$ cat config.mk
export PLATFORM = sky130hd
export DESIGN_NAME = segment_corner_tracker_flat
export DESIGN_NICKNAME = d
export VERILOG_FILES = /design/src/sct_pkg.sv /design/src/sct_seg_if.sv /design/src/sct_res_if.sv /design/src/sct_front.sv /design/src/sct_queue.sv /design/src/sct_back.sv /design/src/segment_corner_tracker.sv /design/src/flat_wrapper.sv
export SDC_FILE = /design/constraint.sdc
export NUM_CORES = 2
export LEC_CHECK = 0
export ABC_AREA = 1
export BUFFER_PORTS_ARGS = -buffer_cell sky130_fd_sc_hd__buf_2
export CAP_MARGIN = 20
export CORE_UTILIZATION = 60
export CTS_BUF_LIST = sky130_fd_sc_hd__clkbuf_4
export DETAILED_ROUTE_END_ITERATION = 12
export PLACE_DENSITY_LB_ADDON = 0.12
export SYNTH_ARGS = -nofsm -noshare
export SYNTH_HDL_FRONTEND = slang
export SYNTH_HIERARCHICAL = 1
export SYNTH_SLANG_ARGS = --single-unit
export TNS_END_PERCENT = 30
$ cat constraint.sdc
create_clock -name i_clk -period 12.65 [get_ports i_clk]
set_input_delay 1.265 -clock i_clk [delete_from_list [all_inputs] [get_ports i_clk]]
set_output_delay 1.265 -clock i_clk [all_outputs]
set_load 0.02 [all_outputs]
$ cat src/sct_pkg.sv
// shared constants, register codes and types of the segment corner tracker
// no dependencies
package sct_pkg;

    localparam int SEG_BITS        = 12;
    localparam int OUT_BITS        = 13;
    localparam int CFG_DIM_BITS    = 13;
    localparam int CFG_TOL_BITS    = 8;
    localparam int SQ_BITS         = 2 * SEG_BITS;
    localparam int DIST_BITS       = SQ_BITS + 1;
    localparam int SPAN_BITS       = SEG_BITS + 2;
    localparam int COORD_BITS_DEF  = 13;
    localparam int QUEUE_DEPTH_DEF = 4;
    localparam int SENTINEL_FAR    = 5000;
    localparam int CFG_COLS_RESET  = 640;
    localparam int CFG_ROWS_RESET  = 480;
    localparam int CFG_TOL_RESET   = 15;
    localparam int APB_DATA_BITS   = 32;
    localparam int APB_ADDR_BITS   = 4;
    localparam int REG_IDX_BITS    = 2;

    localparam logic [REG_IDX_BITS-1:0] REG_IMAGE_COLS   = 2'd0;
    localparam logic [REG_IDX_BITS-1:0] REG_IMAGE_ROWS   = 2'd1;
    localparam logic [REG_IDX_BITS-1:0] REG_STRAIGHT_TOL = 2'd2;

    localparam int NUM_CORNERS   = 4;
    localparam int CORNER_TL     = 0;
    localparam int CORNER_TR     = 1;
    localparam int CORNER_BL     = 2;
    localparam int CORNER_BR     = 3;

    typedef struct packed {
        logic [CFG_DIM_BITS-1:0] cols;
        logic [CFG_DIM_BITS-1:0] rows;
        logic [CFG_TOL_BITS-1:0] tol;
    } t_cfg;

    typedef struct packed {
        logic                frame_start;
        logic [SEG_BITS-1:0] x1;
        logic [SEG_BITS-1:0] y1;
        logic [SEG_BITS-1:0] x2;
        logic [SEG_BITS-1:0] y2;
        logic                upd_left;
        logic                upd_right;
        logic                upd_top;
        logic                upd_bottom;
    } t_seg_cmd;

endpackage

$ cat src/sct_seg_if.sv
// segment input channel: valid/ready handshake with endpoint payload
// depends on sct_pkg for field widths
interface sct_seg_if;
    logic                         valid;
    logic                         ready;
    logic                         frame_start;
    logic [sct_pkg::SEG_BITS-1:0] seg_x_start;
    logic [sct_pkg::SEG_BITS-1:0] seg_y_start;
    logic [sct_pkg::SEG_BITS-1:0] seg_x_end;
    logic [sct_pkg::SEG_BITS-1:0] seg_y_end;

    modport source (output valid, frame_start, seg_x_start, seg_y_start, seg_x_end, seg_y_end,
                    input ready);
    modport sink   (input valid, frame_start, seg_x_start, seg_y_start, seg_x_end, seg_y_end,
                    output ready);
endinterface

$ cat src/sct_res_if.sv
// result channel: valid/ready handshake with corner and center payload
// depends on sct_pkg for field widths
interface sct_res_if;
    logic                         valid;
    logic                         ready;
    logic [sct_pkg::OUT_BITS-1:0] top_left_x;
    logic [sct_pkg::OUT_BITS-1:0] top_left_y;
    logic [sct_pkg::OUT_BITS-1:0] top_right_x;
    logic [sct_pkg::OUT_BITS-1:0] top_right_y;
    logic [sct_pkg::OUT_BITS-1:0] bottom_left_x;
    logic [sct_pkg::OUT_BITS-1:0] bottom_left_y;
    logic [sct_pkg::OUT_BITS-1:0] bottom_right_x;
    logic [sct_pkg::OUT_BITS-1:0] bottom_right_y;
    logic [sct_pkg::OUT_BITS-1:0] center_x;
    logic [sct_pkg::OUT_BITS-1:0] center_y;

    modport source (output valid, top_left_x, top_left_y, top_right_x, top_right_y,
                    bottom_left_x, bottom_left_y, bottom_right_x, bottom_right_y,
                    center_x, center_y,
                    input ready);
    modport sink   (input valid, top_left_x, top_left_y, top_right_x, top_right_y,
                    bottom_left_x, bottom_left_y, bottom_right_x, bottom_right_y,
                    center_x, center_y,
                    output ready);
endinterface

$ cat src/sct_front.sv
// front end: accepts segments, orders endpoints by squared distance, classifies edges
// depends on sct_pkg and sct_seg_if
module sct_front #(
    parameter int QUEUE_DEPTH = sct_pkg::QUEUE_DEPTH_DEF
) (
    input  logic              i_clk,
    input  logic              i_rst_n,
    input  sct_pkg::t_cfg     i_cfg,
    input  logic              i_pop,
    sct_seg_if.sink           i_seg,
    output logic              o_push,
    output sct_pkg::t_seg_cmd o_cmd
);
    import sct_pkg::*;

    localparam int CREDIT_W = $clog2(QUEUE_DEPTH + 1);

    logic [CREDIT_W-1:0]  r_credit, n_credit;
    logic                 w_accept;

    // stage a: raw endpoints and their squares
    logic                 r_a_valid;
    logic                 r_a_frame;
    logic [SEG_BITS-1:0]  r_a_x1, r_a_y1, r_a_x2, r_a_y2;
    logic [SQ_BITS-1:0]   r_a_xx1, r_a_yy1, r_a_xx2, r_a_yy2;

    logic [DIST_BITS-1:0] w_d1, w_d2;
    logic                 w_swap;
    logic [SEG_BITS-1:0]  w_x1, w_y1, w_x2, w_y2;
    logic [SEG_BITS-1:0]  w_half_c, w_half_r;
    logic signed [SPAN_BITS-1:0] w_dx, w_dy, w_half_c_s, w_half_r_s;
    logic [SPAN_BITS-1:0] w_adx, w_ady;
    logic                 w_long, w_vert, w_horz;

    // credits cover every item between acceptance and the back end's pop
    assign i_seg.ready = (r_credit < CREDIT_W'(QUEUE_DEPTH));
    assign w_accept    = i_seg.valid && i_seg.ready;

    always_comb begin
        n_credit = r_credit;
        if (w_accept && !i_pop) begin
            n_credit = r_credit + 1'b1;
        end else if (!w_accept && i_pop) begin
            n_credit = r_credit - 1'b1;
        end
    end

    always_ff @(posedge i_clk) begin
        if (!i_rst_n) begin
            r_credit  <= '0;
            r_a_valid <= 1'b0;
        end else begin
            r_credit  <= n_credit;
            r_a_valid <= w_accept;
        end
    end

    always_ff @(posedge i_clk) begin
        if (w_accept) begin
            r_a_frame <= i_seg.frame_start;
            r_a_x1    <= i_seg.seg_x_start;
            r_a_y1    <= i_seg.seg_y_start;
            r_a_x2    <= i_seg.seg_x_end;
            r_a_y2    <= i_seg.seg_y_end;
            r_a_xx1   <= SQ_BITS'(i_seg.seg_x_start) * SQ_BITS'(i_seg.seg_x_start);
            r_a_yy1   <= SQ_BITS'(i_seg.seg_y_start) * SQ_BITS'(i_seg.seg_y_start);
            r_a_xx2   <= SQ_BITS'(i_seg.seg_x_end) * SQ_BITS'(i_seg.seg_x_end);
            r_a_yy2   <= SQ_BITS'(i_seg.seg_y_end) * SQ_BITS'(i_seg.seg_y_end);
        end
    end

    // stage b: order endpoints, length test, orientation and side
    always_comb begin
        w_d1   = {1'b0, r_a_xx1} + {1'b0, r_a_yy1};
        w_d2   = {1'b0, r_a_xx2} + {1'b0, r_a_yy2};
        w_swap = (w_d1 > w_d2);
        w_x1   = w_swap ? r_a_x2 : r_a_x1;
        w_y1   = w_swap ? r_a_y2 : r_a_y1;
        w_x2   = w_swap ? r_a_x1 : r_a_x2;
        w_y2   = w_swap ? r_a_y1 : r_a_y2;

        w_half_c   = i_cfg.cols[CFG_DIM_BITS-1:1];
        w_half_r   = i_cfg.rows[CFG_DIM_BITS-1:1];
        w_half_c_s = $signed({2'b00, w_half_c});
        w_half_r_s = $signed({2'b00, w_half_r});

        w_dx  = $signed({2'b00, w_x2}) - $signed({2'b00, w_x1});
        w_dy  = $signed({2'b00, w_y2}) - $signed({2'b00, w_y1});
        w_adx = w_dx[SPAN_BITS-1] ? SPAN_BITS'(-w_dx) : SPAN_BITS'(w_dx);
        w_ady = w_dy[SPAN_BITS-1] ? SPAN_BITS'(-w_dy) : SPAN_BITS'(w_dy);

        w_long = (w_dx >= w_half_c_s) || (w_dy >= w_half_r_s);
        w_vert = (w_adx <= SPAN_BITS'(i_cfg.tol));
        w_horz = (w_ady <= SPAN_BITS'(i_cfg.tol));

        o_cmd.frame_start = r_a_frame;
        o_cmd.x1          = w_x1;
        o_cmd.y1          = w_y1;
        o_cmd.x2          = w_x2;
        o_cmd.y2          = w_y2;
        o_cmd.upd_left    = w_long && w_vert && (w_x1 < w_half_c);
        o_cmd.upd_right   = w_long && w_vert && (w_x1 > w_half_c);
        o_cmd.upd_top     = w_long && w_horz && (w_y1 < w_half_r);
        o_cmd.upd_bottom  = w_long && w_horz && (w_y1 > w_half_r);
    end

    assign o_push = r_a_valid;

endmodule

$ cat src/sct_queue.sv
// short queue of classified segment commands between front and back
// depends on sct_pkg
module sct_queue #(
    parameter int DEPTH = sct_pkg::QUEUE_DEPTH_DEF
) (
    input  logic              i_clk,
    input  logic              i_rst_n,
    input  logic              i_push,
    input  sct_pkg::t_seg_cmd i_cmd,
    input  logic              i_pop,
    output sct_pkg::t_seg_cmd o_cmd,
    output logic              o_empty
);
    import sct_pkg::*;

    localparam int PTR_W = (DEPTH > 1) ? $clog2(DEPTH) : 1;
    localparam int CNT_W = $clog2(DEPTH + 1);

    t_seg_cmd         r_mem [DEPTH];
    logic [PTR_W-1:0] r_wr_ptr, r_rd_ptr;
    logic [CNT_W-1:0] r_count;

    function automatic logic [PTR_W-1:0] ptr_inc(input logic [PTR_W-1:0] p);
        return (p == PTR_W'(DEPTH - 1)) ? '0 : p + 1'b1;
    endfunction

    assign o_cmd   = r_mem[r_rd_ptr];
    assign o_empty = (r_count == '0);

    always_ff @(posedge i_clk) begin
        if (!i_rst_n) begin
            r_wr_ptr <= '0;
            r_rd_ptr <= '0;
            r_count  <= '0;
        end else begin
            if (i_push) begin
                r_wr_ptr <= ptr_inc(r_wr_ptr);
            end
            if (i_pop) begin
                r_rd_ptr <= ptr_inc(r_rd_ptr);
            end
            if (i_push && !i_pop) begin
                r_count <= r_count + 1'b1;
            end else if (!i_push && i_pop) begin
                r_count <= r_count - 1'b1;
            end
        end
    end

    always_ff @(posedge i_clk) begin
        if (i_push) begin
            r_mem[r_wr_ptr] <= i_cmd;
        end
    end

endmodule

$ cat src/sct_back.sv
// back end: corner min/max update, center point and the result register
// depends on sct_pkg and sct_res_if
module sct_back #(
    parameter int COORD_BITS = sct_pkg::COORD_BITS_DEF
) (
    input  logic              i_clk,
    input  logic              i_rst_n,
    input  logic              i_empty,
    input  sct_pkg::t_seg_cmd i_cmd,
    output logic              o_pop,
    sct_res_if.source         o_res
);
    import sct_pkg::*;

    localparam logic [COORD_BITS-1:0] SENT = COORD_BITS'(SENTINEL_FAR);

    logic [COORD_BITS-1:0] r_cx [NUM_CORNERS];
    logic [COORD_BITS-1:0] r_cy [NUM_CORNERS];
    logic [COORD_BITS-1:0] n_cx [NUM_CORNERS];
    logic [COORD_BITS-1:0] n_cy [NUM_CORNERS];
    logic [COORD_BITS-1:0] w_x1, w_y1, w_x2, w_y2;
    logic [COORD_BITS:0]   w_st_x, w_st_y, w_sb_x, w_sb_y, w_sc_x, w_sc_y;
    logic [COORD_BITS-1:0] w_mt_x, w_mt_y, w_mb_x, w_mb_y;

    logic                  r_valid;
    logic [OUT_BITS-1:0]   r_ox [NUM_CORNERS];
    logic [OUT_BITS-1:0]   r_oy [NUM_CORNERS];
    logic [OUT_BITS-1:0]   r_ocx, r_ocy;

    assign o_pop = !i_empty && (!r_valid || o_res.ready);

    always_comb begin
        w_x1 = COORD_BITS'(i_cmd.x1);
        w_y1 = COORD_BITS'(i_cmd.y1);
        w_x2 = COORD_BITS'(i_cmd.x2);
        w_y2 = COORD_BITS'(i_cmd.y2);

        // frame start restarts from the sentinels
        if (i_cmd.frame_start) begin
            n_cx[CORNER_TL] = SENT;  n_cy[CORNER_TL] = SENT;
            n_cx[CORNER_TR] = '0;    n_cy[CORNER_TR] = SENT;
            n_cx[CORNER_BL] = SENT;  n_cy[CORNER_BL] = '0;
            n_cx[CORNER_BR] = '0;    n_cy[CORNER_BR] = '0;
        end else begin
            n_cx = r_cx;
            n_cy = r_cy;
        end

        if (i_cmd.upd_left) begin
            if (w_x1 < n_cx[CORNER_TL]) n_cx[CORNER_TL] = w_x1;
            if (w_x2 < n_cx[CORNER_BL]) n_cx[CORNER_BL] = w_x2;
        end
        if (i_cmd.upd_right) begin
            if (w_x1 > n_cx[CORNER_TR]) n_cx[CORNER_TR] = w_x1;
            if (w_x2 > n_cx[CORNER_BR]) n_cx[CORNER_BR] = w_x2;
        end
        if (i_cmd.upd_top) begin
            if (w_x1 < n_cx[CORNER_TL]) n_cx[CORNER_TL] = w_x1;
            if (w_y1 < n_cy[CORNER_TL]) n_cy[CORNER_TL] = w_y1;
            if (w_x2 > n_cx[CORNER_TR]) n_cx[CORNER_TR] = w_x2;
            if (w_y2 < n_cy[CORNER_TR]) n_cy[CORNER_TR] = w_y2;
        end
        if (i_cmd.upd_bottom) begin
            if (w_x1 < n_cx[CORNER_BL]) n_cx[CORNER_BL] = w_x1;
            if (w_y1 > n_cy[CORNER_BL]) n_cy[CORNER_BL] = w_y1;
            if (w_x2 > n_cx[CORNER_BR]) n_cx[CORNER_BR] = w_x2;
            if (w_y2 > n_cy[CORNER_BR]) n_cy[CORNER_BR] = w_y2;
        end

        // floored midpoints of top and bottom edges, then their average
        w_st_x = {1'b0, n_cx[CORNER_TL]} + {1'b0, n_cx[CORNER_TR]};
        w_st_y = {1'b0, n_cy[CORNER_TL]} + {1'b0, n_cy[CORNER_TR]};
        w_sb_x = {1'b0, n_cx[CORNER_BL]} + {1'b0, n_cx[CORNER_BR]};
        w_sb_y = {1'b0, n_cy[CORNER_BL]} + {1'b0, n_cy[CORNER_BR]};
        w_mt_x = w_st_x[COORD_BITS:1];
        w_mt_y = w_st_y[COORD_BITS:1];
        w_mb_x = w_sb_x[COORD_BITS:1];
        w_mb_y = w_sb_y[COORD_BITS:1];
        w_sc_x = {1'b0, w_mt_x} + {1'b0, w_mb_x};
        w_sc_y = {1'b0, w_mt_y} + {1'b0, w_mb_y};
    end

    always_ff @(posedge i_clk) begin
        if (!i_rst_n) begin
            r_valid         <= 1'b0;
            r_cx[CORNER_TL] <= SENT;  r_cy[CORNER_TL] <= SENT;
            r_cx[CORNER_TR] <= '0;    r_cy[CORNER_TR] <= SENT;
            r_cx[CORNER_BL] <= SENT;  r_cy[CORNER_BL] <= '0;
            r_cx[CORNER_BR] <= '0;    r_cy[CORNER_BR] <= '0;
        end else begin
            if (o_pop) begin
                r_valid <= 1'b1;
                r_cx    <= n_cx;
                r_cy    <= n_cy;
            end else if (o_res.ready) begin
                r_valid <= 1'b0;
            end
        end
    end

    always_ff @(posedge i_clk) begin
        if (o_pop) begin
            for (int i = 0; i < NUM_CORNERS; i++) begin
                r_ox[i] <= n_cx[i][OUT_BITS-1:0];
                r_oy[i] <= n_cy[i][OUT_BITS-1:0];
            end
            r_ocx <= w_sc_x[OUT_BITS:1];
            r_ocy <= w_sc_y[OUT_BITS:1];
        end
    end

    assign o_res.valid          = r_valid;
    assign o_res.top_left_x     = r_ox[CORNER_TL];
    assign o_res.top_left_y     = r_oy[CORNER_TL];
    assign o_res.top_right_x    = r_ox[CORNER_TR];
    assign o_res.top_right_y    = r_oy[CORNER_TR];
    assign o_res.bottom_left_x  = r_ox[CORNER_BL];
    assign o_res.bottom_left_y  = r_oy[CORNER_BL];
    assign o_res.bottom_right_x = r_ox[CORNER_BR];
    assign o_res.bottom_right_y = r_oy[CORNER_BR];
    assign o_res.center_x       = r_ocx;
    assign o_res.center_y       = r_ocy;

endmodule

$ cat src/segment_corner_tracker.sv
// an accepted item passes the squaring register, the command queue and the result register
// throughput: one item per cycle; the input stalls only when the command queue
// and the squaring stage hold QUEUE_DEPTH items the back end has not taken
// the back end takes one queued item per cycle while the result register is free or read
// reset (synchronous, active low) empties the pipeline and the queue, restores the
// corner sentinels and loads the register defaults 640, 480 and 15
module segment_corner_tracker #(
    parameter int COORD_BITS  = sct_pkg::COORD_BITS_DEF,
    parameter int QUEUE_DEPTH = sct_pkg::QUEUE_DEPTH_DEF
) (
    input  logic                              i_clk,
    input  logic                              i_rst_n,
    sct_seg_if.sink                           i_seg,
    sct_res_if.source                         o_res,
    input  logic                              psel,
    input  logic                              penable,
    input  logic                              pwrite,
    input  logic [sct_pkg::APB_ADDR_BITS-1:0] paddr,
    input  logic [sct_pkg::APB_DATA_BITS-1:0] pwdata,
    output logic [sct_pkg::APB_DATA_BITS-1:0] prdata,
    output logic                              pready
);
    import sct_pkg::*;

    // configuration registers
    logic [CFG_DIM_BITS-1:0] r_cols;
    logic [CFG_DIM_BITS-1:0] r_rows;
    logic [CFG_TOL_BITS-1:0] r_tol;
    logic [REG_IDX_BITS-1:0] w_reg_idx;
    logic                    w_cfg_wr;
    t_cfg                    w_cfg;

    // front to queue to back
    logic                    w_push;
    logic                    w_pop;
    logic                    w_empty;
    t_seg_cmd                w_push_cmd;
    t_seg_cmd                w_head_cmd;

    // apb: no wait states, register index from word address
    assign pready    = 1'b1;
    assign w_reg_idx = paddr[APB_ADDR_BITS-1:2];
    assign w_cfg_wr  = psel && penable && pwrite && pready;

    always_ff @(posedge i_clk) begin
        if (!i_rst_n) begin
            r_cols <= CFG_DIM_BITS'(CFG_COLS_RESET);
            r_rows <= CFG_DIM_BITS'(CFG_ROWS_RESET);
            r_tol  <= CFG_TOL_BITS'(CFG_TOL_RESET);
        end else if (w_cfg_wr) begin
            unique case (w_reg_idx)
                REG_IMAGE_COLS:   r_cols <= pwdata[CFG_DIM_BITS-1:0];
                REG_IMAGE_ROWS:   r_rows <= pwdata[CFG_DIM_BITS-1:0];
                REG_STRAIGHT_TOL: r_tol  <= pwdata[CFG_TOL_BITS-1:0];
                default: ;
            endcase
        end
    end

    // readback, unused addresses read zero
    always_comb begin
        unique case (w_reg_idx)
            REG_IMAGE_COLS:   prdata = APB_DATA_BITS'(r_cols);
            REG_IMAGE_ROWS:   prdata = APB_DATA_BITS'(r_rows);
            REG_STRAIGHT_TOL: prdata = APB_DATA_BITS'(r_tol);
            default:          prdata = '0;
        endcase
    end

    // user must change registers only while idle, not enforced; front reads them directly
    assign w_cfg.cols = r_cols;
    assign w_cfg.rows = r_rows;
    assign w_cfg.tol  = r_tol;

    // front: squares, endpoint ordering and edge classification
    sct_front #(
        .QUEUE_DEPTH (QUEUE_DEPTH)
    ) u_front (
        .i_clk   (i_clk),
        .i_rst_n (i_rst_n),
        .i_cfg   (w_cfg),
        .i_pop   (w_pop),
        .i_seg   (i_seg),
        .o_push  (w_push),
        .o_cmd   (w_push_cmd)
    );

    // command queue, sized so the front never overruns it
    sct_queue #(
        .DEPTH (QUEUE_DEPTH)
    ) u_queue (
        .i_clk   (i_clk),
        .i_rst_n (i_rst_n),
        .i_push  (w_push),
        .i_cmd   (w_push_cmd),
        .i_pop   (w_pop),
        .o_cmd   (w_head_cmd),
        .o_empty (w_empty)
    );

    // back: corner state update and the result register
    sct_back #(
        .COORD_BITS (COORD_BITS)
    ) u_back (
        .i_clk   (i_clk),
        .i_rst_n (i_rst_n),
        .i_empty (w_empty),
        .i_cmd   (w_head_cmd),
        .o_pop   (w_pop),
        .o_res   (o_res)
    );

endmodule

$ cat src/flat_wrapper.sv
// flat-port wrapper written by rule: the top's interface ports become plain ports
module segment_corner_tracker_flat import sct_pkg::*;
#(
    parameter int COORD_BITS  = sct_pkg::COORD_BITS_DEF,
    parameter int QUEUE_DEPTH = sct_pkg::QUEUE_DEPTH_DEF
)
  (i_clk, i_rst_n, psel, penable, pwrite, paddr, pwdata, prdata, pready, i_seg_valid, i_seg_frame_start, i_seg_seg_x_start, i_seg_seg_y_start, i_seg_seg_x_end, i_seg_seg_y_end, i_seg_ready, o_res_valid, o_res_top_left_x, o_res_top_left_y, o_res_top_right_x, o_res_top_right_y, o_res_bottom_left_x, o_res_bottom_left_y, o_res_bottom_right_x, o_res_bottom_right_y, o_res_center_x, o_res_center_y, o_res_ready);
  sct_seg_if i_seg_i ();
  sct_res_if o_res_i ();
  input  logic i_clk;
  input  logic i_rst_n;
  input  logic psel;
  input  logic penable;
  input  logic pwrite;
  input  logic [sct_pkg::APB_ADDR_BITS-1:0] paddr;
  input  logic [sct_pkg::APB_DATA_BITS-1:0] pwdata;
  output logic [sct_pkg::APB_DATA_BITS-1:0] prdata;
  output logic pready;
  input wire logic [$bits(i_seg_i.valid)-1:0] i_seg_valid;
  input wire logic [$bits(i_seg_i.frame_start)-1:0] i_seg_frame_start;
  input wire logic [$bits(i_seg_i.seg_x_start)-1:0] i_seg_seg_x_start;
  input wire logic [$bits(i_seg_i.seg_y_start)-1:0] i_seg_seg_y_start;
  input wire logic [$bits(i_seg_i.seg_x_end)-1:0] i_seg_seg_x_end;
  input wire logic [$bits(i_seg_i.seg_y_end)-1:0] i_seg_seg_y_end;
  output wire logic [$bits(i_seg_i.ready)-1:0] i_seg_ready;
  output wire logic [$bits(o_res_i.valid)-1:0] o_res_valid;
  output wire logic [$bits(o_res_i.top_left_x)-1:0] o_res_top_left_x;
  output wire logic [$bits(o_res_i.top_left_y)-1:0] o_res_top_left_y;
  output wire logic [$bits(o_res_i.top_right_x)-1:0] o_res_top_right_x;
  output wire logic [$bits(o_res_i.top_right_y)-1:0] o_res_top_right_y;
  output wire logic [$bits(o_res_i.bottom_left_x)-1:0] o_res_bottom_left_x;
  output wire logic [$bits(o_res_i.bottom_left_y)-1:0] o_res_bottom_left_y;
  output wire logic [$bits(o_res_i.bottom_right_x)-1:0] o_res_bottom_right_x;
  output wire logic [$bits(o_res_i.bottom_right_y)-1:0] o_res_bottom_right_y;
  output wire logic [$bits(o_res_i.center_x)-1:0] o_res_center_x;
  output wire logic [$bits(o_res_i.center_y)-1:0] o_res_center_y;
  input wire logic [$bits(o_res_i.ready)-1:0] o_res_ready;
  assign i_seg_i.valid = i_seg_valid;
  assign i_seg_i.frame_start = i_seg_frame_start;
  assign i_seg_i.seg_x_start = i_seg_seg_x_start;
  assign i_seg_i.seg_y_start = i_seg_seg_y_start;
  assign i_seg_i.seg_x_end = i_seg_seg_x_end;
  assign i_seg_i.seg_y_end = i_seg_seg_y_end;
  assign i_seg_ready = i_seg_i.ready;
  assign o_res_valid = o_res_i.valid;
  assign o_res_top_left_x = o_res_i.top_left_x;
  assign o_res_top_left_y = o_res_i.top_left_y;
  assign o_res_top_right_x = o_res_i.top_right_x;
  assign o_res_top_right_y = o_res_i.top_right_y;
  assign o_res_bottom_left_x = o_res_i.bottom_left_x;
  assign o_res_bottom_left_y = o_res_i.bottom_left_y;
  assign o_res_bottom_right_x = o_res_i.bottom_right_x;
  assign o_res_bottom_right_y = o_res_i.bottom_right_y;
  assign o_res_center_x = o_res_i.center_x;
  assign o_res_center_y = o_res_i.center_y;
  assign o_res_i.ready = o_res_ready;
  segment_corner_tracker #(.COORD_BITS(COORD_BITS), .QUEUE_DEPTH(QUEUE_DEPTH)) u_core (.i_clk(i_clk), .i_rst_n(i_rst_n), .i_seg(i_seg_i), .o_res(o_res_i), .psel(psel), .penable(penable), .pwrite(pwrite), .paddr(paddr), .pwdata(pwdata), .prdata(prdata), .pready(pready));
endmodule
Yosys cells after proc, flatten, opt, wreduce, memory -nomap -nowiden
Memory sizes are Yosys's and may differ from the RTL's. A register that Yosys moved wholly into a read port is not among the register bits.
Index checks and enable logic that the tools add are counted.
{"block": "classes", "eq_ne": 4, "muxes": 43, "n_lt_le_gt_ge": 22, "multipliers": 4, "reduce_logical": 29, "shifts": 0, "n_addsub": 18, "bitwise_logic": 0, "n_div": 0}
{"operator": "13-bit two-way mux", "count": 16}
{"operator": "26-bit two-way mux", "count": 4}
{"operator": "52-bit two-way mux", "count": 2}
{"operator": "12-bit by 12-bit multiplier with 24-bit output", "count": 4}
{"operator": "13-bit by 13-bit adder with 14-bit output", "count": 6}
{"operator": "12-bit by 13-bit > comparator with 1-bit output", "count": 6}
{"operator": "12-bit by 13-bit < comparator with 1-bit output", "count": 6}
{"operator": "24-bit by 24-bit adder with 25-bit output", "count": 2}
{"operator": "12-bit two-way mux", "count": 4}
{"operator": "13-bit one-hot mux with 3 select lines", "count": 1}
{"operator": "14-bit by 8-bit less-or-equal comparator with 1-bit output", "count": 2}
{"operator": "14-bit two-way mux", "count": 2}
{"operator": "13-bit negator with 14-bit output", "count": 2}
{"operator": "13-bit greater-or-equal comparator", "count": 2}
{"operator": "12-bit by 12-bit subtractor with 13-bit output", "count": 2}
{"operator": "25-bit > comparator", "count": 1}
{"operator": "12-bit > comparator", "count": 2}
{"operator": "12-bit < comparator", "count": 2}
{"operator": "1-bit logical AND", "count": 14}
{"operator": "3-bit two-way mux", "count": 4}
{"operator": "2-bit two-way mux", "count": 4}
{"operator": "3-bit by 1-bit adder with 3-bit output, second input constant", "count": 2}
{"operator": "2-bit == test, second input constant", "count": 3}
{"operator": "1-bit two-way mux", "count": 6}
{"operator": "other kinds (10)", "count": 21}
{"block": "word_totals", "mem_count": 3, "rom_bits": 0, "in_bits": 92, "ff_bits": 321, "latch_bits": 0, "elab_cells": 151, "ram_bits": 316, "out_inout_bits": 165}
{"name": "u_core.u_queue.r_mem", "words": 4, "word_bits": 53, "read_ports": 1, "rd_ports_with_merged_regs": 1, "wr": 1, "line_no": "sct_queue.sv:19", "source": "t_seg_cmd r_mem [DEPTH];"}
{"name": "u_core.u_back.r_ox", "words": 4, "word_bits": 13, "read_ports": 4, "rd_ports_with_merged_regs": 0, "wr": 4, "line_no": "sct_back.sv:26", "source": "logic [OUT_BITS-1:0] r_ox [NUM_CORNERS];"}
{"name": "u_core.u_back.r_oy", "words": 4, "word_bits": 13, "read_ports": 4, "rd_ports_with_merged_regs": 0, "wr": 4, "line_no": "sct_back.sv:27", "source": "logic [OUT_BITS-1:0] r_oy [NUM_CORNERS];"}

Logic depth before layout (Yosys ltp)
{"block": "depth", "word_depth": 9, "mapped_depth": 53, "ltp_nobuf": 51}

Cells and area by module
The synthesis kept the hierarchy.
{"module": "sct_front", "cells_each": 3178, "instances": 1, "seq_area_each_um2": 4194.0, "area_each_um2": 25924.9}
{"module": "sct_back", "cells_each": 2138, "instances": 1, "seq_area_each_um2": 6005.8, "area_each_um2": 16455.8}
{"module": "sct_queue", "cells_each": 571, "instances": 1, "seq_area_each_um2": 6546.3, "area_each_um2": 8488.1}
{"module": "segment_corner_tracker", "cells_each": 263, "instances": 1, "seq_area_each_um2": 680.7, "area_each_um2": 1774.2}

Worst setup path after synthesis
Ideal clock, no wire load.
{"block": "synth_timing", "path_type": "input to register", "start": "input port i_seg_valid", "end": "register u_core.u_front.r_credit[2]", "arrival_time_ns": 8.709, "t_required_ns": 12.522, "path_buffers": 0, "cell_stages": 9, "setup_time_ns": 0.128, "path_slack_ns": 3.813, "path_cell_list": "inv_1 nor2_1 ha_1 inv_1 fa_1 a21oi_1 o21ai_0 o21ai_0 a21oi_1"}
{"block": "synth_between", "elab_chain_len": 4}
{"element": "start: declaration", "line_no": "flat_wrapper.sv:19", "source": "input wire logic [$bits(i_seg_i.valid)-1:0] i_seg_valid;"}
{"element": "1-bit logical AND (*)", "line_no": "sct_front.sv:37", "source": "assign w_accept = i_seg.valid && i_seg.ready;"}
{"element": "net u_core.u_front.w_accept", "line_no": "sct_front.sv:19", "source": "logic w_accept;"}
{"element": "1-bit logical NOT", "line_no": "sct_front.sv:43", "source": "end else if (!w_accept && i_pop) begin"}
{"element": "1-bit logical AND", "line_no": "sct_front.sv:43"}
{"element": "2-bit nonzero test (no source line)"}
{"element": "end signal: assignment", "line_no": "sct_front.sv:53", "source": "r_credit <= n_credit;"}
{"element": "end: declaration", "line_no": "sct_front.sv:18", "source": "logic [CREDIT_W-1:0] r_credit, n_credit;"}
The timed path passes the listed nets; every way through them passes the cells marked *.
A chain may end at the register's enable or synchronous reset.

==> impl_results.md <==
* Outcome: complete, no violations
* Core Area at just under 0.09 sq mm
* Vias/cell at 5.320
* Routed len/inst at approximately 16 um
* Main synth FF type: edfxtp_1
* Post-Syn Area per Cell at 8.560 sq um
* Total number of vias at 40.81k
* Tmin final at 9.403 ns
* CTS tree: built
* Synthesized area at approximately 0.053 sq mm
* Critical path peak fanout at 96
* Sequential fraction of the synthesis area at 0.3310
* CP endpoint kind: flop
* TritonCTS Buffers at between 150 and 200
* Post-route DRC at 0
* Final nets at 7390
* Largest cells by area after synthesis: edfxtp_1, ha_1, fa_1
* Critical Path Sink: u_core/u_back/o_res.center_x[11]
* Largest net degree at the start of global routing at roughly 150
* Number of enable flip-flop cells after synthesis at 479
* Port Buffer Count at 215
* Initial Util at 0.6059
* Final TNS setup at 0 ns
* Die X at 298.2 um
* Number of global-route vias before repair at 39.81k
* Post-synth ARST share at 0
* Post-DP HPWL at approximately 95000 um
* H-tree depth at 4
* Fmax at 106.4 MHz
* Layout area overhead at 7.551%
* Top cell types by occurrence after synthesis: inv_1, nand2_1, ha_1
* Antenna Nets Post-Route at 0
* Most instantiated library cell after synthesis: inv_1
* Clock-pin slew on the worst setup and hold paths at around 0.070 ns
* Setup Fix Bufs, Post-CTS at 0
* Critical-path top delay cell: buf_4
* Worst-Margin Slew at ~1.1 ns
* Mapped Cells at 6150
* Drt first pass iters at 6
* Crit path required time at 13.40 ns
* Largest area contributor in the netlist: edfxtp_1
* Yosys top cell area share at 0.2732
* Clk_lat worst skew at 1.03 ns
* Seq cells post-synth at ~630
* Post-CTS Resized at 0
* Critical Path AT at 10.15 ns
* FF-to-FF path depth at 42
* Cts hold-fix bufs at 0
* R2R Setup Slk at between 3 and 4 ns
* Clock sink count at 631
* Fillers at 7493
* Critical Path Max Stage Delay at ~0.78 ns
* Synth warn at 6
* Die area at 0.08893 sq mm
* Worst hold path class: reg -> reg
* Initial antenna violation count at 5
* FF-to-FF End: u_core/u_back/o_res.center_x[11]
* Share of layout cells above drive strength 1 at 0.1035
* Max cap viols at 0
* First DRT Iteration DRCs at about 2.4k
* GP Congestion at approximately 0.94
* IO Count at ~260
* Clock Tree Buf Depth at 3
* Setup-failing EPs final at 0
* Tot GR Track Use at 0.2849
* Routed wire length at 125500 um
* Kind of critical path: reg -> reg
* First-pass GRT wire length at 201000 um
* Die Span Y at 298.2 um
* Crit path launch type: flop
* Tcrit/Tclk final at 0.7433
* RSZ-0062 raised after global routing: no
* Slew margin rel. at 0.2379
* Crit-path most repeated cell: nor2_1
* Synth cell types at 65
* Slew Limit Fails at 0
* Remaining global-route overflow at 0
* Clock Tree Root: clkbuf_4
* Cell Rows at 108
* Clock skew at 0.06990 ns
* Final Hold Vio Count at 0
==> worst min path at each step <==
stage                                start                      to  slack, ns  cells past startpoint
global placement    u_core/u_back/r_cy[51]  u_core/u_back/r_cy[51]       0.44                      2
detailed placement  u_core/u_back/r_cy[51]  u_core/u_back/r_cy[51]       0.44                      2
floorplan           u_core/u_back/r_cy[38]  u_core/u_back/r_cy[38]       0.43                      2
global route                     pwdata[9]        u_core/r_cols[9]       0.44                      3
CTS                              pwdata[1]         u_core/r_tol[1]       0.40                      3
finish              u_core/u_back/r_cy[51]  u_core/u_back/r_cy[51]       0.46                      2
==> cell type report <==
cell class	instances	area, sq um	share of cell area
antenna	3	7.507	0.0001326
clock buffer	228	1712	0.03023
clock inverter	60	371.6	0.006563
inverter	1162	4370	0.07719
multi-input combinational	4181	29920	0.5284
sequential	631	17430	0.3078
tap	1155	1445	0.02552
timing repair buffer	252	1366	0.02413
==> metrics by stage <==
stage | instances | setup WS (ns) | area (sq um) | util | hold slack [ns]
floorplan | 6168 | 3.813 | 52710 | - | 0.4296
global placement | 7381 | 3.545 | 54530 | 0.6276 | 0.4415
detailed placement | 7381 | 3.338 | 54530 | 0.6276 | 0.4443
CTS | 7669 | 3.312 | 56610 | 0.6515 | 0.3979
global route | 7672 | 2.239 | 56620 | 0.6516 | 0.4372
finish | 7672 | 3.247 | 56620 | 0.6516 | 0.4590
==> worst max-delay path: cells and delay by family, from the launching register on <==
family	cells	cell delay, ns
AO/OA/AOI/OAI	15	2.79
buffers and inverters	6	1.83
AND/OR/NAND/NOR	16	2.46
adder cells (fa/ha/maj)	3	1.14
flip-flops	1	0.49
XOR/XNOR	2	0.35
==> cell usage in the layout, fill, tap and decap left out, types with 151 or more instances in the layout <==
cell type | Yosys | final
edfxtp_1 | 479 | 479
buf_2 | 33 | 215
inv_1 | 1142 | 1136
clkbuf_4 | 0 | 228
a21oi_1 | 402 | 401
o21ai_0 | 324 | 324
ha_1 | 588 | 588
nand2_1 | 1128 | 1128
dfxtp_1 | 152 | 151
xor2_1 | 160 | 160
nand3_1 | 191 | 191
nor2_1 | 525 | 524
fa_1 | 320 | 320
==> routing by layer <==
layer  vias up  share of wire  global-route usage
met2       936           0.51              0.5147
met3       214          0.043             0.03646
met1     19230           0.41              0.3451
met4         2          0.032              0.1062
li1      20430              -                   -
met5         -        0.00014                   0
==> kinds of logic after synthesis <==
logic type                 count (synthesis)  share of synthesized area
other                                      2                  0.0001427
xor gates and xnor gates                 232                    0.03860
DFF                                      631                     0.3310
AOI/OAI and AO/OA                       1000                     0.1073
and+or+nand+nor                         2021                     0.1589
buffers and inverters                   1356                     0.1026
adders and majority gates                908                     0.2614
==> registers in the layout, indices dropped and copies added, names as in the netlist, 2 cells and up, named ones only <==
name and flops:
u_core/u_back/o_res.center_x 13, u_core/u_front/r_a_yy2 22, u_core/u_front/r_a_xx2 22, u_core/u_back/r_oy 52, u_core/u_queue/r_mem 212, u_core/u_front/r_a_y1 12, u_core/u_back/r_cy 52, u_core/u_front/r_a_x1 12
u_core/u_front/r_a_yy1 22, u_core/u_front/r_credit 3, u_core/u_queue/r_count 3, u_core/u_back/o_res.center_y 13, u_core/u_queue/r_rd_ptr 2, u_core/u_back/r_ox 52, u_core/u_front/r_a_y2 12, u_core/u_front/r_a_xx1 22
u_core/r_tol 8, u_core/u_front/r_a_x2 12, u_core/r_cols 13, u_core/u_back/r_cx 52, u_core/u_queue/r_wr_ptr 2, u_core/r_rows 13
Power is left out: the tool's default activity adds up to more than one toggle a clock period on the data nets, which glitch-free logic cannot reach.
